`config.mk`:
```
export PLATFORM = sky130hd
export DESIGN_NAME = btab_lerp
export DESIGN_NICKNAME = d
export VERILOG_FILES = /design/src/rtl/btab_pkg.sv /design/src/rtl/btab_lerp.sv
export SDC_FILE = /design/constraint.sdc
export NUM_CORES = 2
export LEC_CHECK = 0
export ABC_AREA = 1
export BUFFER_PORTS_ARGS = -buffer_cell sky130_fd_sc_hd__buf_4
export CAP_MARGIN = 40
export CELL_PAD_IN_SITES_DETAIL_PLACEMENT = 0
export CELL_PAD_IN_SITES_GLOBAL_PLACEMENT = 2
export CORE_MARGIN = 2
export CORE_UTILIZATION = 41
export CTS_BUF_LIST = sky130_fd_sc_hd__clkbuf_8
export DETAILED_ROUTE_END_ITERATION = 6
export PLACE_DENSITY = 0.91
export SYNTH_ARGS = -nofsm -noshare
export SYNTH_HDL_FRONTEND = slang
export SYNTH_SLANG_ARGS = --single-unit
```
`constraint.sdc`:
```
create_clock -name aclk -period 9.3 [get_ports aclk]
set_input_delay 1.395 -clock aclk [delete_from_list [all_inputs] [get_ports aclk]]
set_output_delay 1.395 -clock aclk [all_outputs]
set_load 0.03 [all_outputs]
```
`src/rtl/btab_pkg.sv`:
```
package btab_pkg;

    localparam int NUM_CHAN = 4;
    localparam int CHAN_W   = 8;
    localparam int ALPHA_IDX = 3;
    localparam int NUM_STAGES = 5;

    localparam logic [CHAN_W-1:0] CHAN_MAX     = 8'd255;
    localparam logic [15:0]       ROUND_COLOUR = 16'd127;
    localparam logic [15:0]       ROUND_ALPHA  = 16'd254;

    typedef logic [NUM_CHAN-1:0][CHAN_W-1:0] pixel_t;

    typedef struct packed {
        logic en1;
        logic en2;
    } btab_lerp_ctl_t;

    // quotient estimate of x / 255, low by at most one
    function automatic logic [7:0] div255_est(input logic [15:0] x);
        logic [16:0] t;
        t = {1'b0, x} + 17'(x[15:8]);
        return t[15:8];
    endfunction

    // one compare and correct on the estimate
    function automatic logic [7:0] div255_fix(input logic [15:0] x, input logic [7:0] q0);
        logic [16:0] prod;
        logic [16:0] rem;
        prod = {1'b0, q0, 8'b0} - 17'(q0);
        rem  = {1'b0, x} - prod;
        return (rem >= 17'd255) ? q0 + 8'd1 : q0;
    endfunction

endpackage

```
`src/rtl/btab_lerp.sv`:
```
module btab_lerp (
    input  logic                   aclk,
    input  btab_pkg::btab_lerp_ctl_t ctl,
    input  btab_pkg::pixel_t       texel_a,
    input  btab_pkg::pixel_t       texel_b,
    input  btab_pkg::pixel_t       texel_c,
    input  btab_pkg::pixel_t       texel_d,
    input  logic [7:0]             frac_x,
    input  logic [7:0]             frac_y,
    output btab_pkg::pixel_t       filtered
);

    logic [btab_pkg::NUM_CHAN-1:0][15:0] top_reg, top_next;
    logic [btab_pkg::NUM_CHAN-1:0][15:0] bot_reg, bot_next;
    logic [7:0]                          fy_reg;
    btab_pkg::pixel_t                    filt_reg, filt_next;

    logic [8:0] inv_fx;
    logic [8:0] inv_fy;

    assign inv_fx = 9'd256 - 9'(frac_x);
    assign inv_fy = 9'd256 - 9'(fy_reg);

    // horizontal pass
    always_comb begin
        logic [16:0] t;
        logic [16:0] b;
        for (int k = 0; k < btab_pkg::NUM_CHAN; k++) begin
            t = 17'(texel_a[k] * inv_fx) + 17'(texel_b[k] * frac_x);
            b = 17'(texel_c[k] * inv_fx) + 17'(texel_d[k] * frac_x);
            top_next[k] = t[15:0];
            bot_next[k] = b[15:0];
        end
    end

    // vertical pass
    always_comb begin
        logic [24:0] v;
        for (int k = 0; k < btab_pkg::NUM_CHAN; k++) begin
            v = 25'(top_reg[k] * inv_fy) + 25'(bot_reg[k] * fy_reg);
            filt_next[k] = v[23:16];
        end
    end

    always_ff @(posedge aclk) begin
        if (ctl.en1) begin
            top_reg <= top_next;
            bot_reg <= bot_next;
            fy_reg  <= frac_y;
        end
        if (ctl.en2) begin
            filt_reg <= filt_next;
        end
    end

    assign filtered = filt_reg;

endmodule

```
== Yosys cells after proc, flatten, opt, wreduce, memory -nomap -nowiden ==
Index checks and enable logic that the tools add are counted.

* $add $sub $neg: 14
* $mul: 24

{| class="wikitable"
|+ Operators by type and width
! operator !! number
|-
| $add 16x16->16 || 8
|-
| $mul 8x8->16 || 8
|-
| $mul 8x9->16 || 8
|-
| $add 24x24->24 || 4
|-
| $mul 16x8->24 || 4
|-
| $mul 16x9->24 || 4
|-
| $sub 9x8->9 const A || 2
|}

* Flip-flop bits (word level): 168
* Bits of input ports: 147
* Output and inout port bits: 32

== Logic depth before layout (Yosys ltp) ==
* Depth in word-level cells: 3
* Gate-level depth with buffers: 38

== Least setup slack after synthesis ==
No wires, ideal clock.

* Path type: input to register
* Start: in frac_x[0]
* End: reg top_reg[47] in the netlist's numbering (data pin)
* Arrival: 7163 ps
* Slack: 1885 ps
* Cell stages on the path: 28
* Path through: clkbuf_1 clkbuf_1 inv_1 ha_1 nand2_1 nor2_1 nand2_1 nand2_1 inv_1 clkbuf_1 nand2_1 fa_1 fa_1 inv_1 fa_1 fa_1 fa_1 inv_1 fa_1 inv_1 ha_1 a21oi_1 a21boi_0 nor2_1 nor2_1 inv_1 nand2_1 nand2_1

{| class="wikitable"
|+ RTL lines
! element !! line !! RTL
|-
| start, declared || btab_lerp.sv:8 || <nowiki>input logic [7:0] frac_x,</nowiki>
|-
| end signal, assigned || btab_lerp.sv:47 || <nowiki>top_reg <= top_next;</nowiki>
|-
| end, declared || btab_lerp.sv:13 || <nowiki>logic [btab_pkg::NUM_CHAN-1:0][15:0] top_reg, top_next;</nowiki>
|}

==> impl_metrics.toml <==
[run_status]
status = "complete, no violations"

[synthesis]
yosysSeqAreaShare_pct = 6.40
yosysTopAreaCell = "fa_1"
ys_async_sr_fraction_pct = 0
syn_area_per_cell_um2 = 7.78
synth_top_area_share_pct = 42.9
ys_warn_count = 0
yosysUniqueCellTypes = 38
synth-seq-cells = 168
syn-num-nets = 12800
synth_edf_count = 168
synth_commonest_cells = "inv_1, nand2_1, fa_1"
synth.most_common_cell = "inv_1"
synth_area_um2 = 78800
synthTopCellsByArea = "fa_1, inv_1, ha_1"
synth_cells = 10100
synth_ff_type = "edfxtp_1"

[die]
core_um2 = 191000
die_y_um = 442
row_count = 160
die_w_um = 442
dieArea_um2 = 196000
start_util_pct = 41.4
ios = 179

[clock_network]
postCtsResizedCells = 0
path_clk_slew_ns = 0.12
cts_setup_buffers = 0
numCtsBuffers = 17
cts_tree = "yes"
insertion_delay_ns = 0.67
clock-sinks = 168
cts_hold_buffers = 0
cts.htree.levels = 4
cts_buffer_depth = 2
cts_root_buf = "clkbuf_8"

[grt]
grt_max_degree = 126
grt.total_usage_pct = 24.3
grt_overflow_total = 0
antenna_found_initial = 17
grt_first_pass_wirelength_mm = 370
grt_pass1_vias = 64700

[detailed_routing]
ant_nets = 0
drt_wl_total_mm = 230
vias_per_cell = 4.79
drtPass1Iterations = 6
drtIter0Drc = 3910
route.vias.total = 60100
drcViolationCount = 0
wl_per_cell_um = 18.3

[worst_hold_path]
hp-class = "in2reg"

[finish]
finish.utilization_pct = 43.4
final-seq-area_um2 = 5040
drive_gt1_share_pct = 3.06
n_fill_cell = 19700
syn_to_final_growth_pct = 4.97
multi_input_area_um2 = 59400
final_net_count = 12600

[worst_setup_path]
r2r_cells = 24
cpMaxStageDelayCell = "nor3_2"
reg2reg_from = "fy_reg[1]"
cp-end-kind = "flip-flop"
r2r_end = "filtered[30]"
crit_path_end = "filtered[30]"
crit_required_ns = 9.71
cp-startpoint = "fy_reg[1]"
path_depth = 24
path_max_fanout = 35
cp.arrival_ns = 8.39
crit_family = "adder cells"
cpPeakStageDelay_ns = 0.65
worstPathCellList = "buf_4, nor3_2, nand3_1, o21ai_0, nand2_4, inv_2, nand2_1, fa_1, fa_1, fa_1, inv_1, fa_1, fa_1, inv_1, fa_1, inv_1, ha_1, nand2_1, nor2_1, nand2_1, nor3_1, o21ai_0, nand4_1, nand2_1"
crit_top_cell = "fa_1"
reg2reg_slack_ns = 1.32
critPathLaunchType = "flip-flop"
path_buf_inv = 5
critPathKind = "reg2reg"

[timing]
worst_pin_slew_ns = 0.887
period_needed_ns = 7.98
setup_viol = 0
rsz0062_at_grt = "no"
maxSlewHeadroom_pct = 40.9
hold_viol_final = 0
min_period_over_period_pct = 85.8
slew_violations = 0
skew_ns = 0.0452
timing.setup.tns_ns = 0
whs_ns = 0.905
worst_slack_ns = 1.32
timing.fmax_ghz = 0.125

[job]
drv_cap = 0

[place]
place_congestion = 0.903
hpwl_mm = 188
place_ws_ns = 1.25
numPortBuffers = 178
[metrics by stage]
step	std cells	area, um^2
6_report	12500	82700
5_1_grt	12500	82700
4_1_cts	12500	82700
3_5_place_dp	12500	82300
2_1_floorplan	10100	78800
3_3_place_gp	12500	82300
[cells by family (layout without fill, tap and decap cells)]
logic type / Yosys count / count (layout) / share of synthesized area [%]
AOI/OAI and AO/OA: 290 / 290 / 1.99
DFF: 168 / 168 / 6.40
other: 0 / 7 / 0
xor gates and xnor gates: 150 / 150 / 1.67
adders and majority gates: 2486 / 2486 / 55.5
buffers and inverters: 3768 / 3660 / 18.3
and+or+nand+nor: 3269 / 3269 / 16.1
[routing by layer]
metal,track usage [%],share of wire (%),up-vias
met2,39.7,46,1582
met5,0,0.0057,-
met1,35.0,46,30300
li1,-,-,28000
met4,5.09,2.0,2
met3,2.69,5.5,233
[cell type report]
type | instances | area share, %
antenna | 7 | 0.0212
clock buffer | 17 | 0.283
clock inverter | 15 | 0.194
inverter | 3382 | 15.3
multi-input combinational | 6195 | 71.8
sequential | 168 | 6.10
tap | 2511 | 3.80
timing repair buffer | 246 | 2.49
[worst min-delay path by stage]
stage / from / cells after the start / slack [ns] / endpoint
CTS: frac_y[1] / 1 / 0.83 / fy_reg[1]
floorplan: top_reg[63] / 4 / 0.82 / filtered[31]
detailed placement: top_reg[48] / 5 / 1.22 / filtered[27]
global placement: top_reg[48] / 5 / 1.21 / filtered[27]
global route: frac_y[1] / 1 / 0.86 / fy_reg[1]
finish: frac_y[2] / 1 / 0.91 / fy_reg[2]
[cells in the final DEF, fill, tap and decap left out, types with 7 or more instances in the layout]
master and instances:
a21o_1 11, a21oi_1 159, a31oi_1 13, and2_1 8, buf_12 12, buf_4 229, clkbuf_8 17, diode_2 7
edfxtp_1 168, fa_1 1688, ha_1 796, inv_1 3369, inv_2 11, nand2_1 2440, nand2_2 7, nand3_1 152
nand4_1 44, nor2_1 586, nor3_1 16, o21ai_0 77, o21bai_1 20, xnor2_1 45, xor2_1 105
Power is not shown: default switching activity piles up to over one toggle a cycle in this logic, so the estimate is an artifact.
